## src/sv/assert_macros.svh

```systemverilog
// ---------------------------------------------------------------------------
// assert_macros.svh
// Concurrent assertion shorthands shared by the RTL that checks itself.
// ---------------------------------------------------------------------------
`ifndef ASSERT_MACROS_SVH
`define ASSERT_MACROS_SVH

// Check that expr holds in the same cycle whenever cond holds.
`define ASSERT_IMPLIES(label, clk, rstn, cond, expr, msg) \
    label: assert property (@(posedge clk) disable iff (!rstn) (cond) |-> (expr)) \
        else $error(msg);

// Check that expr holds in the cycle after cond.
`define ASSERT_NEXT(label, clk, rstn, cond, expr, msg) \
    label: assert property (@(posedge clk) disable iff (!rstn) (cond) |=> (expr)) \
        else $error(msg);

`endif

```

## src/sv/post_pkg.sv

```systemverilog
// ---------------------------------------------------------------------------
// post_pkg
// Shared types, codes and the sample conversion for the outlier spread test.
// ---------------------------------------------------------------------------
package post_pkg;

    localparam logic [63:0] RECORD_MARK = 64'h216C7174786A7A21;
    localparam logic [63:0] FRAC_MASK   = 64'h000FFFFFFFFFFFFF;
    localparam logic [63:0] HIDDEN_BIT  = 64'h0010000000000000;
    localparam logic [12:0] EXP_ANCHOR  = 13'd1065;

    localparam int unsigned WORD_W  = 64;
    localparam int unsigned FIX_W   = 32;
    localparam int unsigned SUM_W   = 35;
    localparam int unsigned POS_W   = 5;
    localparam int unsigned COUNT_W = 4;
    localparam int unsigned CFG_W   = 32;

    // Record positions: words taken so far in the current record.
    localparam logic [POS_W-1:0] POS_IDLE         = 5'd0;
    localparam logic [POS_W-1:0] POS_TAG          = 5'd1;
    localparam logic [POS_W-1:0] POS_FIRST_SAMPLE = 5'd2;
    localparam logic [POS_W-1:0] POS_LAST_LOW     = 5'd9;
    localparam logic [POS_W-1:0] POS_LAST         = 5'd17;

    // What kind of word an item in flight is.
    localparam logic [1:0] KIND_MAGIC = 2'd0;
    localparam logic [1:0] KIND_TAG   = 2'd1;
    localparam logic [1:0] KIND_LOW   = 2'd2;
    localparam logic [1:0] KIND_HIGH  = 2'd3;

    localparam logic [1:0] VERDICT_UNTOUCHED = 2'd0;
    localparam logic [1:0] VERDICT_EXCEEDED  = 2'd1;
    localparam logic [1:0] VERDICT_WITHIN    = 2'd2;

    localparam logic CFG_DEVIATION_LIMIT = 1'b0;
    localparam logic CFG_SPREAD_WEIGHT   = 1'b1;

    localparam logic [CFG_W-1:0] DEVIATION_LIMIT_RESET = 32'd1638;
    localparam logic [CFG_W-1:0] SPREAD_WEIGHT_RESET   = 32'd2684191;

    typedef struct packed {
        logic [WORD_W-1:0] word;
        logic              first;
    } in_item_t;

    typedef struct packed {
        logic [1:0]        verdict;
        logic [WORD_W-1:0] tag_out;
    } out_item_t;

    // Control that travels with each item down the pipeline.
    typedef struct packed {
        logic       valid;
        logic [1:0] kind;
        logic       close_low;   // eighth sample: mean and spread settle
        logic       close_rec;   // last sample: result leaves
    } item_ctl_t;

    // Accumulated record statistics handed to the decision stage.
    typedef struct packed {
        logic [WORD_W-1:0]  square_sum;
        logic [WORD_W-1:0]  mean_sq;
        logic [COUNT_W-1:0] count;
    } stats_t;

    // Raw double bits to unsigned fixed point with 10 fraction bits.
    function automatic logic [FIX_W-1:0] to_fixed(input logic [WORD_W-1:0] w);
        logic [12:0]       e;
        logic [12:0]       s;
        logic [WORD_W-1:0] m;
        logic [WORD_W-1:0] shifted;
        e = {1'b0, w[63:52]};
        s = (EXP_ANCHOR > e) ? (EXP_ANCHOR - e) : (e - EXP_ANCHOR);
        m = (w & FRAC_MASK) | HIDDEN_BIT;
        shifted = m >> s[5:0];
        if (w == '0 || s[12:6] != '0) begin
            to_fixed = '0;
        end else begin
            to_fixed = shifted[FIX_W-1:0];
        end
    endfunction

endpackage

```

## src/sv/post_front.sv

```systemverilog
// ---------------------------------------------------------------------------
// post_front
// Record position tracking and the input register of the pipeline.
// ---------------------------------------------------------------------------
module post_front (
    input  logic                        aclk,
    input  logic                        aresetn,
    input  logic                        adv,
    input  logic                        s_valid,
    input  post_pkg::in_item_t          s_item,
    output post_pkg::item_ctl_t         r1_ctl,
    output logic [post_pkg::WORD_W-1:0] r1_word
);

    logic [post_pkg::POS_W-1:0] pos_reg;
    logic [post_pkg::POS_W-1:0] pos_next;
    post_pkg::item_ctl_t        ctl_next;
    post_pkg::item_ctl_t        r1_ctl_reg;
    logic [post_pkg::WORD_W-1:0] r1_word_reg;

    always_comb begin
        pos_next           = pos_reg;
        ctl_next           = '0;
        ctl_next.kind      = post_pkg::KIND_MAGIC;
        if (s_valid) begin
            if (s_item.first) begin
                ctl_next.valid = 1'b1;
                pos_next       = post_pkg::POS_TAG;
            end else begin
                case (pos_reg) inside
                    post_pkg::POS_IDLE: begin
                        // drop words outside a record
                    end
                    post_pkg::POS_TAG: begin
                        ctl_next.valid = 1'b1;
                        ctl_next.kind  = post_pkg::KIND_TAG;
                        pos_next       = post_pkg::POS_FIRST_SAMPLE;
                    end
                    [post_pkg::POS_FIRST_SAMPLE:post_pkg::POS_LAST_LOW]: begin
                        ctl_next.valid     = 1'b1;
                        ctl_next.kind      = post_pkg::KIND_LOW;
                        ctl_next.close_low = (pos_reg == post_pkg::POS_LAST_LOW);
                        pos_next           = pos_reg + 5'd1;
                    end
                    default: begin
                        ctl_next.valid     = 1'b1;
                        ctl_next.kind      = post_pkg::KIND_HIGH;
                        ctl_next.close_rec = (pos_reg == post_pkg::POS_LAST);
                        pos_next = ctl_next.close_rec ? post_pkg::POS_IDLE
                                                      : pos_reg + 5'd1;
                    end
                endcase
            end
        end
    end

    always_ff @(posedge aclk) begin
        if (!aresetn) begin
            pos_reg    <= post_pkg::POS_IDLE;
            r1_ctl_reg <= '0;
        end else if (adv) begin
            pos_reg    <= pos_next;
            r1_ctl_reg <= ctl_next;
        end
    end

    always_ff @(posedge aclk) begin
        if (adv) begin
            r1_word_reg <= s_item.word;
        end
    end

    assign r1_ctl  = r1_ctl_reg;
    assign r1_word = r1_word_reg;

endmodule

```

## config.mk

```make
export PLATFORM = sky130hd
export DESIGN_NAME = post_front
export DESIGN_NICKNAME = d
export VERILOG_FILES = /design/src/sv/assert_macros.svh /design/src/sv/post_pkg.sv /design/src/sv/post_front.sv
export SDC_FILE = /design/constraint.sdc
export NUM_CORES = 1
export LEC_CHECK = 0
export BUFFER_PORTS_ARGS = -buffer_cell sky130_fd_sc_hd__buf_2
export CAP_MARGIN = 15
export CORE_ASPECT_RATIO = 0.5
export CORE_MARGIN = 1.5
export CORE_UTILIZATION = 40
export DETAILED_ROUTE_END_ITERATION = 8
export PLACE_DENSITY = 0.76
export SYNTH_ARGS = -nofsm -noshare
export SYNTH_HDL_FRONTEND = slang
export SYNTH_SLANG_ARGS = --single-unit
```

## constraint.sdc

```tcl
create_clock -name aclk -period 1.6 [get_ports aclk]
set_clock_uncertainty 0.05 [all_clocks]
set_input_delay 0.32 -clock aclk [delete_from_list [all_inputs] [get_ports aclk]]
set_output_delay 0.32 -clock aclk [all_outputs]
set_load 0.005 [all_outputs]
```

==> results of run 1 <==
worst paths after layout:
path,startpoint,to,slack [ps],depth (start not counted)
setup / recovery,pos_reg[0],pos_reg[0],-50,6
hold / removal,s_item[53],r1_word[52],120,1
setup reg to reg,pos_reg[0],pos_reg[0],-50,6
hold reg to reg,r1_ctl[4],r1_ctl[4],440,2
Yosys cell counts, types with 2 or more instances:
library cell  number  share of area (%)
nor2_1             5               0.74
buf_2              2               0.39
a21oi_1            3               0.59
o2bb2ai_1          2               0.69
o21a_1             3               0.89
nand3_1            2               0.39
and2_1             2               0.49
inv_1              4               0.59
nor2b_1            2               0.49
a31oi_1            2               0.49
ha_1               4                2.0
nor4b_1            2               0.69
a21boi_0           2               0.59
dfxtp_1           10                7.9
nand2_1            9                1.3
edfxtp_1          64                 76
cell type report:
| cell class | instances | area, µm² |
|---|---|---|
| fillers | 476 | 2210 |
| inverters | 4 | 20.0 |
| flip-flops and latches | 74 | 2130 |
| repair buffers | 153 | 806 |
| multi-input cells | 55 | 473 |
| well taps | 88 | 110 |
| clock buffers | 10 | 229 |
| clock inverters | 6 | 129 |
power by group through the flow:
stage,clock (mW),sequential (mW),combinational [mW]
after global routing,2.48,2.30,0.384
after detailed placement,0,2.32,0.328
final,2.39,2.28,0.354
after CTS,2.43,2.28,0.343
after global placement,0,2.31,0.316
after floorplan,0,2.34,0.0378
what timing repair did:
item / in CTS / in global routing
setup buffers: 2 / 2
resized for setup: 18 / 7
pin swaps: 3 / 6
setup endpoints to repair: 6 / 6
gates cloned: 0 / 0
worst register-to-register path: stages (launching register included):
cell and delay, ps:
dfxtp_4 380, inv_4 70, ha_4 130, or4b_4 530
a31oi_2 170, nor2_1 60, o21a_1 160
through the flow:
stage,std cells,utilization [%],hold WS [ps]
global route,390,63.8,107
finish,390,63.8,121
global placement,370,55.7,411
detailed placement,370,55.7,424
floorplan,137,-,369
CTS,388,63.0,105
layer usage:
layer / part of all wire [%] / global-route usage (%)
met1: 35 / 18.4
met2: 59 / 34.2
met3: 4.1 / 4.70
met4: 1.8 / 8.19
met5: 0 / 0
kinds of logic after synthesis:
family	count (synthesis)	synth area share [%]
adders and majority gates	4	1.97
buffers and inverters	8	1.58
DFF	74	83.5
AOI/OAI and AO/OA	21	6.25
and+or+nand+nor	30	6.70
==> impl_metrics.py, run 1 <==
metrics = {
    "logic_synthesis": {
        "synth_area_per_cell_um2": 18.5,
        "synth_seq_cells": 74,
        "synthCells": 137,
        "synth_nets": 210,
        "synthDistinctLibCells": 35,
        "yosysSeqAreaShare_pct": 83.5,
        "synth_edf_count": 64,
        "synth.cell_area_um2": 2540,
        "ys_warn_count": 0,
        "synth-async-reset-ratio_pct": 0,
        "synthFlopType": "edfxtp_1",
    },
    "cells_and_area": {
        "layout_commonest_cell": "buf_2",
        "final_cell_mix": "buf_2 (137), edfxtp_1 (64), buf_4 (16)",
        "largest_reg_flops": 64,
        "diodes": 0,
        "final_nets": 370,
        "areaGrowthSynthToFinish_pct": 53.4,
        "final_area_um2": 3900,
        "drive_gt1_share_pct": 61.9,
    },
    "global_route": {
        "overflow": 0,
        "antenna_found_initial": 0,
        "grt_max_degree": 37,
        "grt_pass1_wl_mm": 8.89,
        "grt_pass1_vias": 1865,
        "grt_usage_pct": 17.7,
    },
    "clock_network": {
        "root_buffer": "clkbuf_16",
        "cts_max_path_buffers": 2,
        "htreeDepth": 3,
        "cts_buffers": 9,
        "clock_sinks": 74,
        "cts_tree": "built",
        "cts_hold_buf": 0,
        "clk_pin_slew_worst_paths_ps": 50,
        "worstSkewPairLatency_ps": 320,
    },
    "placed_design": {
        "place_ws_ps": -94.3,
        "placed_area_um2": 3400,
        "hpwl_mm": 4.32,
        "io_buffers": 137,
        "routabilityCongestion": 0.820,
    },
    "floorplanning": {
        "coreArea_um2": 6110,
        "dieArea_um2": 6870,
        "fp-row-count": 20,
        "fp.dieW_um": 116,
        "num_io_pins": 138,
        "dieHeight_um": 59.4,
        "start_util_pct": 41.6,
    },
    "worst_setup_path": {
        "max_stage_delay_ps": 530,
        "cp_slowest_cell": "or4b_4",
        "crit_required_ps": 1770,
        "worstPathArrival_ps": 1820,
        "path_delay_family": "simple AND/OR/NAND/NOR gates",
        "crit_chain": "inv_4 -> ha_4 -> or4b_4 -> a31oi_2 -> nor2_1 -> o21a_1",
        "timing.critical_path.buf_inv": 1,
        "worst_setup_path_end_kind": "flop",
        "worstPathMaxFanout": 5,
        "cp-start-kind": "flop",
        "setup.worst_path.class": "reg -> reg",
    },
    "power": {
        "p_switching_uw": 922,
        "pwr-share-seq_pct": 45.4,
        "leakagePower_nw": 1.68,
        "vdd_drop_max_mv": 0.587,
        "p_int_mw": 4.10,
        "clockPowerShare_pct": 47.6,
        "pwr-share-comb_pct": 7.0,
        "power.total_mw": 5.03,
        "swShare_pct": 18.3,
        "powerDensity_nw_per_um2": 1290,
    },
    "timing": {
        "tns_ps": -63.2,
        "final_hold_viol_count": 0,
        "slew_viol_final": 0,
        "period_share_pct": 103,
        "finalWorstSetupSlack_ps": -49.6,
        "setup_viol": 2,
        "tightest_slew_ps": 452,
        "relSlewSlack_pct": 69.9,
        "grt_setup_unrepaired": "true",
        "fin_crit_ps": 1650,
        "fmax_mhz": 606,
    },
    "routing": {
        "drtPass1Iterations": 4,
        "wl_per_cell_um": 15.7,
        "antenna_left": 0,
        "drt-total-wl_mm": 6.13,
        "drtIter0Drc": 74,
        "avgViaCountPerCell": 4.65,
        "drc": 0,
        "vias": 1812,
    },
    "run": {
        "maxCapViolCount": 0,
    },
    "status": {
        "status": "complete, but fails checks",
        "violations": "setup timing",
    },
    "hold_path": {
        "hp-class": "in -> reg",
    },
}
Note: power is estimated with default switching activity, not from simulation.
==> run 2, diff against run 1 <==
--- a/config.mk
+++ b/config.mk
@@ -11,6 +11,7 @@
 export CORE_MARGIN = 1.5
 export CORE_UTILIZATION = 40
 export DETAILED_ROUTE_END_ITERATION = 8
+export GPL_TIMING_DRIVEN = 0
 export PLACE_DENSITY = 0.76
 export SYNTH_ARGS = -nofsm -noshare
 export SYNTH_HDL_FRONTEND = slang
==> impl_metrics.py, run 2 (synthesized netlist as in run 1, its figures left out) <==
metrics = {
    "power": {
        "swShare_pct": 20.3,
        "clockPowerShare_pct": 39.6,
        "powerDensity_nw_per_um2": 1160,
        "pwr-share-seq_pct": 52.6,
        "leakagePower_nw": 1.59,
        "vdd_drop_max_mv": 0.518,
        "power.total_mw": 4.33,
        "pwr-share-comb_pct": 7.8,
        "p_switching_uw": 876,
        "p_int_mw": 3.45,
    },
    "routing": {
        "drtIter0Drc": 89,
        "drt-total-wl_mm": 5.75,
        "vias": 1742,
        "drtPass1Iterations": 4,
        "drc": 0,
        "avgViaCountPerCell": 4.55,
        "wl_per_cell_um": 15.0,
        "antenna_left": 0,
    },
    "placed_design": {
        "place_inst": 362,
        "io_buffers": 136,
        "routabilityCongestion": 0.861,
        "hpwl_mm": 4.06,
    },
    "timing": {
        "relSlewSlack_pct": 71.0,
        "period_share_pct": 101,
        "slew_viol_final": 0,
        "setup_viol": 1,
        "final_hold_viol_count": 0,
        "finalWorstSetupSlack_ps": -19.9,
        "grt_setup_unrepaired": "true",
        "tns_ps": -19.9,
        "tightest_slew_ps": 429,
        "fmax_mhz": 617,
        "fin_crit_ps": 1620,
    },
    "run": {
        "maxCapViolCount": 0,
    },
    "floorplanning": {
        "dieHeight_um": 59.4,
        "fp.dieW_um": 116,
        "coreArea_um2": 6110,
        "num_io_pins": 138,
        "start_util_pct": 41.6,
        "dieArea_um2": 6870,
        "fp-row-count": 20,
    },
    "cells_and_area": {
        "final_cell_mix": "buf_2 (136), edfxtp_1 (64), clkbuf_16 (9)",
        "regArea_um2": 2130,
        "drive_gt1_share_pct": 58.0,
        "final_nets": 364,
        "multi_input_area_um2": 437,
        "final_core_util_pct": 61.1,
        "diodes": 0,
        "fin_cells": 383,
        "layout_commonest_cell": "buf_2",
        "areaGrowthSynthToFinish_pct": 46.7,
        "fill_cells": 502,
        "largest_reg_flops": 64,
    },
    "worst_setup_path": {
        "crit_start": "pos_reg[0]",
        "crit_required_ps": 1770,
        "critPathCapture": "pos_reg[0]",
        "r2r-start": "pos_reg[0]",
        "worstPathArrival_ps": 1790,
        "cp-start-kind": "flop",
        "ff2ff_setup_slack_ps": -20,
        "worstPathMaxFanout": 6,
        "rr_worst_depth": 6,
        "setup.worst_path.class": "reg -> reg",
        "reg2reg_to": "pos_reg[0]",
        "worst_setup_path_end_kind": "flop",
    },
    "clock_network": {
        "worstSkewPairLatency_ps": 320,
        "cts_buffers": 9,
        "cts_hold_buf": 0,
        "root_buffer": "clkbuf_16",
        "clock_sinks": 74,
        "cts_tree": "built",
        "clk_pin_slew_worst_paths_ps": 50,
        "cts_max_path_buffers": 2,
        "htreeDepth": 3,
    },
    "global_route": {
        "antenna_found_initial": 0,
        "grt_pass1_vias": 1789,
        "grt_pass1_wl_mm": 8.36,
        "grt_max_degree": 39,
        "grt_usage_pct": 17.0,
        "overflow": 0,
    },
    "status": {
        "status": "complete, but fails checks",
        "violations": "setup timing",
    },
    "hold_path": {
        "hp-class": "in -> reg",
    },
}
[run 2: stage by stage]
stage	cell area, µm²	setup WS, ps	hold slack (ps)
6_report	3730	-19.9	116
5_1_grt	3730	-75.7	101
4_1_cts	3670	2.46	102
3_5_place_dp	3350	-574	422
3_3_place_gp	3330	-1080	412
2_1_floorplan	2540	6.40	369
[run 2: layer usage]
metal | GRT usage (%) | vias to the layer above | share of wire [%]
met5 | 0 | - | 0
met2 | 31.5 | 40 | 59
li1 | - | 835 | -
met1 | 17.6 | 860 | 36
met4 | 9.23 | 0 | 1.4
met3 | 5.32 | 7 | 3.6
[run 2: layout make-up]
cell class,count,share of cell area [%]
sequential,74,57.1
timing repair buffer,143,20.2
multi-input combinational,55,11.7
clock buffer,11,6.24
tap,88,2.95
buffer,4,0.738
clock inverter,4,0.537
inverter,4,0.537
[run 2: worst min path at each step]
stage | startpoint | endpoint | slack (ps) | depth (start not counted)
2_1_floorplan | s_item[1] | r1_word[0] | 370 | 0
3_3_place_gp | r1_ctl[1] | r1_ctl[1] | 410 | 2
3_5_place_dp | r1_ctl[1] | r1_ctl[1] | 420 | 2
4_1_cts | s_item[50] | r1_word[49] | 100 | 1
5_1_grt | s_item[60] | r1_word[59] | 100 | 1
6_report | s_item[50] | r1_word[49] | 120 | 1
[run 2: critical path, cell delays in order, from the launching register on]
cell and delay (ps):
dfxtp_4 390, buf_4 130, ha_4 160, or3b_4 390
a31oi_1 180, nor2_1 60, o21a_1 160
[run 2: timing repair]
item / CTS / global route
gates resized for setup: 14 / 7
hold endpoints to repair: 0 / 0
setup endpoints to repair: 7 / 7
pin swaps: 1 / 3
gates cloned: 0 / 0
setup buffers: 3 / 3
[run 2: power by group through the flow]
stage | Clock (mW) | Sequential, mW | Combinational (mW)
detailed placement | 0 | 2.32 | 0.318
global route | 1.83 | 2.29 | 0.369
finish | 1.71 | 2.28 | 0.336
floorplan | 0 | 2.34 | 0.0378
global placement | 0 | 2.31 | 0.300
CTS | 1.76 | 2.28 | 0.330
==> run 3, diff against run 2 <==
--- a/config.mk
+++ b/config.mk
@@ -7,12 +7,15 @@
 export LEC_CHECK = 0
 export BUFFER_PORTS_ARGS = -buffer_cell sky130_fd_sc_hd__buf_2
 export CAP_MARGIN = 15
+export CELL_PAD_IN_SITES_DETAIL_PLACEMENT = 1
+export CELL_PAD_IN_SITES_GLOBAL_PLACEMENT = 2
 export CORE_ASPECT_RATIO = 0.5
 export CORE_MARGIN = 1.5
-export CORE_UTILIZATION = 40
+export CORE_UTILIZATION = 25
 export DETAILED_ROUTE_END_ITERATION = 8
 export GPL_TIMING_DRIVEN = 0
-export PLACE_DENSITY = 0.76
+export PLACE_DENSITY_LB_ADDON = 0.1
+export RECOVER_POWER = 25
 export SYNTH_ARGS = -nofsm -noshare
 export SYNTH_HDL_FRONTEND = slang
 export SYNTH_SLANG_ARGS = --single-unit
==> impl_metrics.py, run 3 (synthesized netlist as in run 1, its figures left out) <==
metrics = {
    "power": {
        "p_switching_uw": 919,
        "power.total_mw": 4.54,
        "pwr-share-seq_pct": 50.2,
        "powerDensity_nw_per_um2": 1200,
        "p_int_mw": 3.62,
        "clockPowerShare_pct": 42.5,
        "vdd_drop_max_mv": 0.490,
        "pwr-share-comb_pct": 7.3,
        "swShare_pct": 20.3,
        "leakagePower_nw": 1.58,
    },
    "timing": {
        "whs_ps": 117,
        "tightest_slew_ps": 456,
        "slew_viol_final": 0,
        "relSlewSlack_pct": 69.6,
        "setup_viol": 1,
        "period_share_pct": 101,
        "fin_crit_ps": 1610,
        "finalWorstSetupSlack_ps": -11.4,
        "grt_setup_unrepaired": "true",
        "fmax_mhz": 621,
        "final_hold_viol_count": 0,
    },
    "cells_and_area": {
        "final_nets": 360,
        "drive_gt1_share_pct": 57.5,
        "largest_reg_flops": 64,
        "fin_cells": 427,
        "diodes": 0,
        "areaGrowthSynthToFinish_pct": 48.6,
        "layout_commonest_cell": "buf_2",
        "final_area_um2": 3780,
        "final_cell_mix": "buf_2 (135), edfxtp_1 (64), clkbuf_16 (9)",
    },
    "worst_setup_path": {
        "worstPathArrival_ps": 1780,
        "setup.worst_path.class": "reg -> reg",
        "cp_slowest_cell": "or4b_4",
        "max_stage_delay_ps": 510,
        "crit_required_ps": 1770,
        "worstPathMaxFanout": 5,
        "rr_worst_depth": 6,
        "cp-start-kind": "flop",
        "worst_setup_path_end_kind": "flop",
        "crit_chain": "inv_4 -> ha_4 -> or4b_4 -> a31oi_1 -> nor2_1 -> o21a_1",
    },
    "clock_network": {
        "clk_pin_slew_worst_paths_ps": 60,
        "root_buffer": "clkbuf_16",
        "htreeDepth": 3,
        "cts_buffers": 9,
        "cts_max_path_buffers": 2,
        "worstSkewPairLatency_ps": 320,
        "cts_tree": "built",
        "clock_sinks": 74,
        "cts_hold_buf": 0,
    },
    "global_route": {
        "grt_pass1_vias": 1777,
        "grt_pass1_wl_mm": 9.82,
        "overflow": 0,
        "top_usage_layer": "met2",
        "grt_use_met2_pct": 21.1,
        "grt_usage_pct": 12.3,
        "gr-usage-met1_pct": 14.1,
        "antenna_found_initial": 0,
        "met3_usage_pct": 5.77,
        "grt_max_degree": 42,
    },
    "status": {
        "status": "complete, but fails checks",
        "violations": "setup timing",
    },
    "floorplanning": {
        "coreArea_um2": 9670,
        "fp-row-count": 25,
        "num_io_pins": 138,
        "dieArea_um2": 10800,
        "fp.dieW_um": 146,
        "dieHeight_um": 74.3,
        "start_util_pct": 26.3,
    },
    "placed_design": {
        "hpwl_mm": 4.78,
        "routabilityCongestion": 0.731,
        "placed_area_um2": 3410,
        "io_buffers": 136,
        "place_inst": 409,
    },
    "routing": {
        "drt-total-wl_mm": 6.35,
        "avgViaCountPerCell": 4.14,
        "drtPass1Iterations": 4,
        "antenna_left": 0,
        "wl_per_cell_um": 14.9,
        "drtIter0Drc": 59,
        "vias": 1766,
        "drc": 0,
    },
    "hold_path": {
        "hp-class": "in -> reg",
        "min_delay_path_depth": 1,
    },
    "run": {
        "maxCapViolCount": 0,
    },
}
==> run 3: cell types whose count changed in the layout (fill, tap and decap cells not counted) <==
cell / delta
buf_4: -3
nor4b_1: +1
clkbuf_4: +1
clkinv_4: +1
buf_6: -1
buf_2: -1
nor4b_4: -1
bufinv_16: +1
clkinv_1: -1
==> run 3: metal layers <==
layer	vias to the layer above	wire length, µm
met5	-	0
met4	0	38
met3	4	422
met2	67	3260
met1	869	2630
li1	826	-
==> run 3: worst max-delay path, delay by kind of cell, from the launching register on <==
| kind | cells | cell delay (ps) |
|---|---|---|
| flops | 1 | 370 |
| fa+ha+maj | 1 | 130 |
| compound gates | 2 | 320 |
| buf+inv | 1 | 70 |
| simple gates | 2 | 560 |
==> run 3: power by group through the flow <==
stage / sequential (mW) / combinational, mW / clock (mW)
6_report: 2.28 / 0.331 / 1.93
3_5_place_dp: 2.32 / 0.328 / 0
3_3_place_gp: 2.32 / 0.316 / 0
4_1_cts: 2.28 / 0.340 / 2.00
5_1_grt: 2.29 / 0.366 / 2.06
2_1_floorplan: 2.34 / 0.0378 / 0
==> run 3: final timing paths <==
kind / start / endpoint / slack [ps]
max: pos_reg[0] / pos_reg[0] / -10
min: s_item[42] / r1_word[41] / 120
max reg2reg: pos_reg[0] / pos_reg[0] / -10
min reg2reg: r1_ctl[1] / r1_ctl[1] / 420
==> run 3: stage by stage <==
stage	setup TNS [ps]	setup WS [ps]	utilization, %
6_report	-11.4	-11.4	39.1
2_1_floorplan	0	6.40	-
3_3_place_gp	-26360	-1240	35.1
3_5_place_dp	-2140	-562	35.3
5_1_grt	-372	-87.4	39.1
4_1_cts	-20.1	-14.8	38.9
==> run 3: final cells by class <==
type	count	area (µm²)
plain buffers	4	30.0
clock buffers	11	233
clock inverters	5	55.1
fillers	1061	5890
inverters	4	20.0
multi-input cells	55	422
flip-flops and latches	74	2130
well taps	135	169
repair buffers	139	718
==> run 3: what timing repair did <==
item                                   CTS  global route
pin swaps                                1             1
setup buffers                            2             0
setup endpoints to repair                8             7
endpoints found under the hold margin    0             0
resized for setup                       15             4
gates cloned                             0             0
